<file path="src/rtl/core/assert_macros.svh">
// Assertion macros shared by the tokenizer RTL.
// Every macro samples on aclk and is disabled while aresetn is low.
`ifndef ASSERT_MACROS_SVH
`define ASSERT_MACROS_SVH

// Same-cycle implication.
`define SEXPR_ASSERT_NOW(label, ante, cons) \
    label: assert property (@(posedge aclk) disable iff (!aresetn) (ante) |-> (cons)) \
        else $error("tokenizer assertion failed");

// Next-cycle implication.
`define SEXPR_ASSERT_NEXT(label, ante, cons) \
    label: assert property (@(posedge aclk) disable iff (!aresetn) (ante) |=> (cons)) \
        else $error("tokenizer assertion failed");

`endif

</file>
<file path="src/rtl/core/sexpr_pkg.sv">
// Package for the s-expression tokenizer: character codes, flag and result types,
// and the small character helper functions. Depends on nothing.
`default_nettype none

package sexpr_pkg;

    localparam logic [7:0] CH_NUL    = 8'h00;
    localparam logic [7:0] CH_LPAREN = 8'h28;
    localparam logic [7:0] CH_RPAREN = 8'h29;
    localparam logic [7:0] CH_QUOTE  = 8'h22;
    localparam logic [7:0] CH_SEMI   = 8'h3B;
    localparam logic [7:0] CH_BSLASH = 8'h5C;
    localparam logic [7:0] CH_SPACE  = 8'h20;
    localparam logic [7:0] CH_TAB    = 8'h09;
    localparam logic [7:0] CH_LF     = 8'h0A;
    localparam logic [7:0] CH_VT     = 8'h0B;
    localparam logic [7:0] CH_FF     = 8'h0C;
    localparam logic [7:0] CH_CR     = 8'h0D;
    localparam logic [7:0] CH_BS     = 8'h08;
    localparam logic [7:0] CH_LOW_T  = 8'h74;
    localparam logic [7:0] CH_LOW_N  = 8'h6E;
    localparam logic [7:0] CH_LOW_V  = 8'h76;
    localparam logic [7:0] CH_LOW_F  = 8'h66;
    localparam logic [7:0] CH_LOW_R  = 8'h72;
    localparam logic [7:0] CH_LOW_B  = 8'h62;

    localparam int          PADDR_W        = 3;
    localparam logic [0:0]  REG_COMMENTS   = 1'b0;

    typedef struct packed {
        logic quote_open;
        logic escape_pending;
        logic token_open;
        logic comment_open;
        logic depth_overflow;
    } flags_t;

    typedef struct packed {
        logic       has_result;
        logic       char_valid;
        logic [7:0] out_char;
        logic       token_end;
        logic       text_done;
        logic       text_error;
    } result_t;

    function automatic logic is_space(input logic [7:0] c);
        return (c == CH_SPACE) || (c == CH_TAB) || (c == CH_LF) || (c == CH_VT) ||
               (c == CH_FF) || (c == CH_CR);
    endfunction

    function automatic logic [7:0] unescape(input logic [7:0] c);
        logic [7:0] r;
        case (c)
            CH_LOW_T: r = CH_TAB;
            CH_LOW_N: r = CH_LF;
            CH_LOW_V: r = CH_VT;
            CH_LOW_F: r = CH_FF;
            CH_LOW_R: r = CH_CR;
            CH_LOW_B: r = CH_BS;
            default:  r = c;
        endcase
        return r;
    endfunction

endpackage

`default_nettype wire

</file>
<file path="src/rtl/core/sexpr_step.sv">
// Per-character update of the tokenizer: next bracket depth, next flags and result.
// Purely combinational; uses sexpr_pkg.
`default_nettype none

module sexpr_step #(
    parameter int MAX_DEPTH = 255,
    parameter int DEPTH_W   = 9
) (
    input  wire logic                      comments_enabled,
    input  wire logic [7:0]                char_in,
    input  wire logic                      end_of_text,
    input  wire logic signed [DEPTH_W-1:0] depth,
    input  wire sexpr_pkg::flags_t         flags,
    output logic signed [DEPTH_W-1:0]      depth_next,
    output sexpr_pkg::flags_t              flags_next,
    output sexpr_pkg::result_t             result
);
    import sexpr_pkg::*;

    localparam logic signed [DEPTH_W-1:0] DEPTH_TOP = DEPTH_W'(MAX_DEPTH);
    localparam logic signed [DEPTH_W-1:0] DEPTH_BOT = -DEPTH_TOP;
    localparam logic signed [DEPTH_W-1:0] DEPTH_ONE = DEPTH_W'(1);

    logic eot;
    logic cmt_cur;
    logic cmt_new;
    logic ws;
    logic balanced;

    always_comb begin
        eot      = end_of_text || (char_in == CH_NUL);
        cmt_cur  = comments_enabled && flags.comment_open;
        balanced = (depth == '0) && !flags.quote_open && !flags.escape_pending;
        ws       = is_space(char_in);

        cmt_new = cmt_cur;
        if (comments_enabled) begin
            if ((char_in == CH_LF) && cmt_cur) begin
                cmt_new = 1'b0;
            end else if (!flags.quote_open && (char_in == CH_SEMI)) begin
                cmt_new = 1'b1;
            end
        end

        depth_next              = depth;
        flags_next              = flags;
        flags_next.comment_open = cmt_new;
        result                  = '0;

        if (eot) begin
            depth_next        = '0;
            flags_next        = '0;
            result.has_result = 1'b1;
            result.text_done  = 1'b1;
            result.token_end  = flags.token_open && balanced;
            result.text_error = !balanced || flags.depth_overflow;
        end else if (cmt_new) begin
            result = '0;
        end else if (ws && balanced) begin
            if (flags.token_open) begin
                flags_next.token_open = 1'b0;
                result.has_result     = 1'b1;
                result.token_end      = 1'b1;
            end
        end else begin
            flags_next.token_open = 1'b1;
            if (flags.escape_pending) begin
                flags_next.escape_pending = 1'b0;
                result.has_result         = 1'b1;
                result.char_valid         = 1'b1;
                result.out_char           = unescape(char_in);
            end else if (char_in == CH_BSLASH) begin
                flags_next.escape_pending = 1'b1;
            end else begin
                if (!flags.quote_open) begin
                    if (char_in == CH_LPAREN) begin
                        if (depth >= DEPTH_TOP) begin
                            flags_next.depth_overflow = 1'b1;
                        end else begin
                            depth_next = depth + DEPTH_ONE;
                        end
                    end else if (char_in == CH_RPAREN) begin
                        if (depth <= DEPTH_BOT) begin
                            flags_next.depth_overflow = 1'b1;
                        end else begin
                            depth_next = depth - DEPTH_ONE;
                        end
                    end
                end
                if (char_in == CH_QUOTE) begin
                    flags_next.quote_open = !flags.quote_open;
                end
                result.has_result = 1'b1;
                result.char_valid = 1'b1;
                result.out_char   = char_in;
            end
        end
    end

endmodule

`default_nettype wire

</file>
<file path="src/rtl/core/sexpr_top_level_tokenizer.sv">
// Top level of the s-expression tokenizer: request channels, APB register, state
// and result registers. Uses sexpr_pkg, sexpr_step and assert_macros.svh.
//
// One character request enters on the s_ channel per cycle; s_ready is high
// whenever the result register is empty or is being drained by m_ready.
// A character that yields a result shows it on the m_ channel in the cycle
// after acceptance; characters that yield none (whitespace between tokens,
// comment text, an escaping backslash) leave the m_ channel untouched.
// Sustained throughput is one character per cycle while m_ready stays high,
// set by the single result register and the registered depth and flags.
// End of input (end_of_text, or a zero byte) always yields a result with
// text_done, reports imbalance or depth overflow on text_error, and clears the
// parse state so the next character starts a new text.
// When the receiver stalls, the pending result holds and s_ready drops until
// it is taken. Reset clears all parse state, empties the result register and
// sets comments_enabled (APB address 0, bit 0) to one. No clearing pass runs.
`default_nettype none

module sexpr_top_level_tokenizer #(
    parameter int MAX_DEPTH = 255
) (
    input  wire logic                           aclk,
    input  wire logic                           aresetn,
    input  wire logic                           s_valid,
    output logic                                s_ready,
    input  wire logic [7:0]                     s_char_in,
    input  wire logic                           s_end_of_text,
    output logic                                m_valid,
    input  wire logic                           m_ready,
    output logic                                m_char_valid,
    output logic [7:0]                          m_out_char,
    output logic                                m_token_end,
    output logic                                m_text_done,
    output logic                                m_text_error,
    input  wire logic                           psel,
    input  wire logic                           penable,
    input  wire logic                           pwrite,
    input  wire logic [sexpr_pkg::PADDR_W-1:0]  paddr,
    input  wire logic [31:0]                    pwdata,
    output logic [31:0]                         prdata,
    output logic                                pready
);
    import sexpr_pkg::*;

    `include "assert_macros.svh"

    localparam int DEPTH_W = $clog2(MAX_DEPTH + 1) + 1;
    localparam logic signed [DEPTH_W-1:0] DEPTH_TOP = DEPTH_W'(MAX_DEPTH);

    logic                      comments_enabled_reg;
    logic signed [DEPTH_W-1:0] depth_reg;
    logic signed [DEPTH_W-1:0] depth_next;
    flags_t                    flags_reg;
    flags_t                    flags_next;
    result_t                   step_result;
    logic                      out_valid_reg;
    logic                      out_valid_next;
    result_t                   out_reg;
    logic                      accept;
    logic                      cfg_write;
    logic                      cfg_hit;

    assign pready    = 1'b1;
    assign cfg_hit   = (paddr[PADDR_W-1] == REG_COMMENTS);
    assign cfg_write = psel && penable && pwrite && pready;
    assign prdata    = cfg_hit ? {31'b0, comments_enabled_reg} : 32'b0;

    assign s_ready = !out_valid_reg || m_ready;
    assign accept  = s_valid && s_ready;

    sexpr_step #(
        .MAX_DEPTH (MAX_DEPTH),
        .DEPTH_W   (DEPTH_W)
    ) u_step (
        .comments_enabled (comments_enabled_reg),
        .char_in          (s_char_in),
        .end_of_text      (s_end_of_text),
        .depth            (depth_reg),
        .flags            (flags_reg),
        .depth_next       (depth_next),
        .flags_next       (flags_next),
        .result           (step_result)
    );

    always_comb begin
        out_valid_next = out_valid_reg && !m_ready;
        if (accept) begin
            out_valid_next = step_result.has_result;
        end
    end

    always_ff @(posedge aclk) begin
        if (!aresetn) begin
            comments_enabled_reg <= 1'b1;
            depth_reg            <= '0;
            flags_reg            <= '0;
            out_valid_reg        <= 1'b0;
        end else begin
            if (cfg_write && cfg_hit) begin
                comments_enabled_reg <= pwdata[0];
            end
            if (accept) begin
                depth_reg <= depth_next;
                flags_reg <= flags_next;
            end
            out_valid_reg <= out_valid_next;
        end
    end

    always_ff @(posedge aclk) begin
        if (accept && step_result.has_result) begin
            out_reg <= step_result;
        end
    end

    assign m_valid      = out_valid_reg;
    assign m_char_valid = out_reg.char_valid;
    assign m_out_char   = out_reg.out_char;
    assign m_token_end  = out_reg.token_end;
    assign m_text_done  = out_reg.text_done;
    assign m_text_error = out_reg.text_error;

    `SEXPR_ASSERT_NEXT(a_eot_clears, accept && (s_end_of_text || (s_char_in == CH_NUL)),
        (depth_reg == '0) && (flags_reg == '0))
    `SEXPR_ASSERT_NOW(a_depth_bound, 1'b1,
        (depth_reg <= DEPTH_TOP) && (depth_reg >= -DEPTH_TOP))
    `SEXPR_ASSERT_NOW(a_error_with_done, m_valid && m_text_error, m_text_done)
    `SEXPR_ASSERT_NOW(a_char_excl, m_valid && m_char_valid,
        !m_token_end && !m_text_done)

endmodule

`default_nettype wire
</file>
<file path="config.mk">
export PLATFORM = sky130hd
export DESIGN_NAME = sexpr_top_level_tokenizer
export DESIGN_NICKNAME = d
export VERILOG_FILES = /design/src/rtl/core/sexpr_pkg.sv /design/src/rtl/core/sexpr_step.sv /design/src/rtl/core/sexpr_top_level_tokenizer.sv
export VERILOG_INCLUDE_DIRS = /design/src /design/src/rtl/core
export SDC_FILE = /design/constraint.sdc
export NUM_CORES = 1
export LEC_CHECK = 0
export BUFFER_PORTS_ARGS = -buffer_cell sky130_fd_sc_hd__buf_2
export CAP_MARGIN = 20
export CORE_MARGIN = 2
export CORE_UTILIZATION = 24
export DETAILED_ROUTE_END_ITERATION = 8
export HOLD_SLACK_MARGIN = 0.06
export PLACE_DENSITY = 0.57
export SKIP_LAST_GASP = 1
export SLEW_MARGIN = 15
export SYNTH_ARGS = -nofsm -noshare
export SYNTH_HDL_FRONTEND = slang
export SYNTH_SLANG_ARGS = --single-unit
</file>
<file path="constraint.sdc">
create_clock -name aclk -period 7.5 [get_ports aclk]
set_input_delay 2.25 -clock aclk [delete_from_list [all_inputs] [get_ports aclk]]
set_output_delay 2.25 -clock aclk [all_outputs]
set_load 0.005 [all_outputs]
</file>
==> impl_metrics.csv <==
group,metric,value,unit
critical_path,crit_path_end_kind,"output pin",
finish,synthToLayoutAreaGrowth,9.258,%
floorplanning,io_pins,98,
floorplanning,die-height,99.22,µm
critical_path,r2r_slack,5020,ps
worst_hold_path,hold_end,"flags_reg[1]",
finish,fin_cells,386,
synthesis,yosys_register_bits,28,
critical_path,reg2regPathDepth,5,
cts,htree_levels,1,
critical_path,crit_required,5250,ps
grt,overflow,0,
worst_hold_path,min_from,"flags_reg[1]",
routing,drt-initial-drc-count,65,
placement,dp_cells,382,
critical_path,worstSetupPathType,"in -> out",
synthesis,synthArstFlopShare,0,%
synthesis,syn_area_per_cell,8.634,µm²
sta,slew_violations,0,
critical_path,crit-reg2reg-capture,"m_text_done",
sta,fin_skew,4.105,ps
critical_path,setup.worst_path.start_class,"input pin",
grt,grt_pass1_vias,1665,
floorplanning,start_util,24.83,%
synthesis,synth_edf_count,12,
finish,fin_area,2377,µm²
synthesis,mappedNetlistArea,2176,µm²
power_and_ir_drop,power.share.clock,36.1,%
grt,antenna_found_initial,0,
routing,wire_per_inst,12.27,µm
power_and_ir_drop,pwr_density_cell,138.9,nW/µm²
sta,rsz0062_at_grt,"no",
routing,dr.pass1.iters,4,
sta,slew_headroom,31.10,%
synthesis,netlist_instances,252,
routing,viasPerCell,4.718,
synthesis,synth_top_area_cell,"edfxtp_1",
floorplanning,coreArea,8763,µm²
routing,met2_length,2388,µm
worst_hold_path,min_path_type,"reg -> reg",
flow_run,cap_violations,0,
power_and_ir_drop,seqPwrFrac,50.4,%
placement,dp_hpwl,3649,µm
routing,dr_total_vias,1821,
finish,fin_nets,339,
outcome,status,"finished, final reports clean",
power_and_ir_drop,p_sw,0.07848,mW
cts,cts_made_buffers,3,
sta,fin_hold_ws,530.9,ps
grt,grt_pass1_wl,7879,µm
cts,cts.sinks,28,
grt,grt_max_degree,17,
cts,tritoncts,"done",
worst_hold_path,min_path_cells,2,
critical_path,r2r_start,"flags_reg[3]",
cts,cts_root_buf,"clkbuf_8",
routing,wl_met3,206,µm
finish,final_cell_mix,"32 x conb_1, 32 x buf_2, 20 x nand2_1, 16 x dfxtp_1, 15 x nor2_1",
synthesis,ys_seq_area_share,31.28,%
power_and_ir_drop,p_leak,0.9408,nW
floorplanning,die_x,99.22,µm
cts,insertion_delay,270,ps
floorplanning,die_area,9844,µm²
critical_path,path_max_fanout,5,
routing,routed_wl,4737,µm
placement,port_buffers,32,
sta,fin_crit,4962,ps
power_and_ir_drop,irDropWorstVdd,0.06737,mV
power_and_ir_drop,internal_power,0.2516,mW
finish,n_antenna_cell,0,
routing,dr.max_layer_used,"met4",
cts,cts_setup_buffers,0,
cts,clockBufferDepth,2,
synthesis,synthTopCellsByArea,"edfxtp_1 17%, dfxtp_1 15%, buf_4 11%, ha_1 4.6%, nand2_1 3.5%",
routing,drc,0,
placement,postPlaceCellArea,2306,µm²
power_and_ir_drop,sw_frac_of_total,23.77,%
sta,finalSetupTns,0,ps
finish,largest_register_ffs,9,
floorplanning,rows,34,
sta,finalCritPeriodShare,66.16,%
cts,cts-resized-gates,0,
critical_path,arrival,2710,ps
routing,wirelength_met1,2116,µm
placement,routabilityCongestion,0.7862,
cts,hold_buffers,0,
sta,setup_viol_count_final,0,
synthesis,synthDistinctLibCells,58,
sta,finalHoldViolCount,0,
cts,clk_pin_slew,100,ps
sta,max_freq,201.5,MHz
grt,grtUsageTotal,9.433,%
synthesis,synth-main-ff-cell,"dfxtp_1",
finish,final_layout_size_suffix_gt1_share,16.91,%
power_and_ir_drop,p_comb_share,13.5,%
sta,tightest_slew,1033,ps
synthesis,synth_top_area_share,16.56,%
synthesis,yosysWarnings,0,
routing,detail-route-antenna-nets,0,
## metal layers
layer	GRT usage, %	up-vias
met3	1.335	2
met4	2.213	0
met1	11.84	859
met5	0	-
met2	17.05	45
li1	-	915
## metrics by stage
step	total power [mW]	setup slack [ps]	util, %
2_1_floorplan	0.2103	2819	-
3_3_place_gp	0.2136	2554	26.31
3_5_place_dp	0.2145	2539	26.31
4_1_cts	0.3326	2539	27.13
5_1_grt	0.3430	2512	27.13
6_report	0.3301	2538	27.13
## worst max-delay path, stage by stage
cell      delay (ps)
buf_2             90
nand2b_1         210
buf_2            160
## area by class of cell
type / instances / area [µm²]
flip-flops and latches: 28 / 680.7
multi-input cells: 202 / 1281
clock inverters: 1 / 30.03
fillers: 966 / 6386
well taps: 108 / 135.1
inverters: 11 / 41.29
clock buffers: 3 / 41.29
repair buffers: 33 / 167.7
## cells in the mapped netlist, types with 3 or more instances
master	number
o211ai_1	4
nor2_1	15
clkbuf_1	5
dfxtp_1	16
edfxtp_1	12
buf_4	32
xor2_1	4
o32ai_1	5
and3_1	4
ha_1	8
nand3_1	11
a31oi_1	5
inv_1	9
nand2b_1	4
nor2b_1	3
a21oi_1	14
nand4_1	3
and2_1	5
o21ai_0	6
xnor2_1	3
nor3_1	10
buf_2	3
o21a_1	5
nand2_1	20
nand3b_1	3
## power groups by stage
stage | Combinational, mW | Clock [mW] | Sequential [mW]
after floorplan | 0.0397 | 0 | 0.171
after global placement | 0.0439 | 0 | 0.170
after detailed placement | 0.0447 | 0 | 0.170
after CTS | 0.0447 | 0.121 | 0.166
after global routing | 0.0499 | 0.126 | 0.167
final | 0.0446 | 0.119 | 0.166
## how the worst max path moves through the flow
stage             from       to  depth (start not counted)
2_1_floorplan  m_ready  s_ready                          1
3_3_place_gp   m_ready  s_ready                          3
3_5_place_dp   m_ready  s_ready                          3
4_1_cts        m_ready  s_ready                          3
5_1_grt        m_ready  s_ready                          3
6_report       m_ready  s_ready                          3
## kinds of logic (layout without fill, tap and decap cells)
group | Yosys count | after routing | share of synthesized area (%)
flops | 28 | 28 | 31.28
mux | 2 | 2 | 1.150
xor+xnor | 7 | 7 | 2.818
compound gates | 57 | 57 | 18.81
other cells | 2 | 32 | 0.3452
simple gates | 95 | 95 | 25.07
fa+ha+maj | 9 | 9 | 5.521
buf+inv | 52 | 48 | 15.01
No activity file was read; power rests on OpenSTA's default activity.
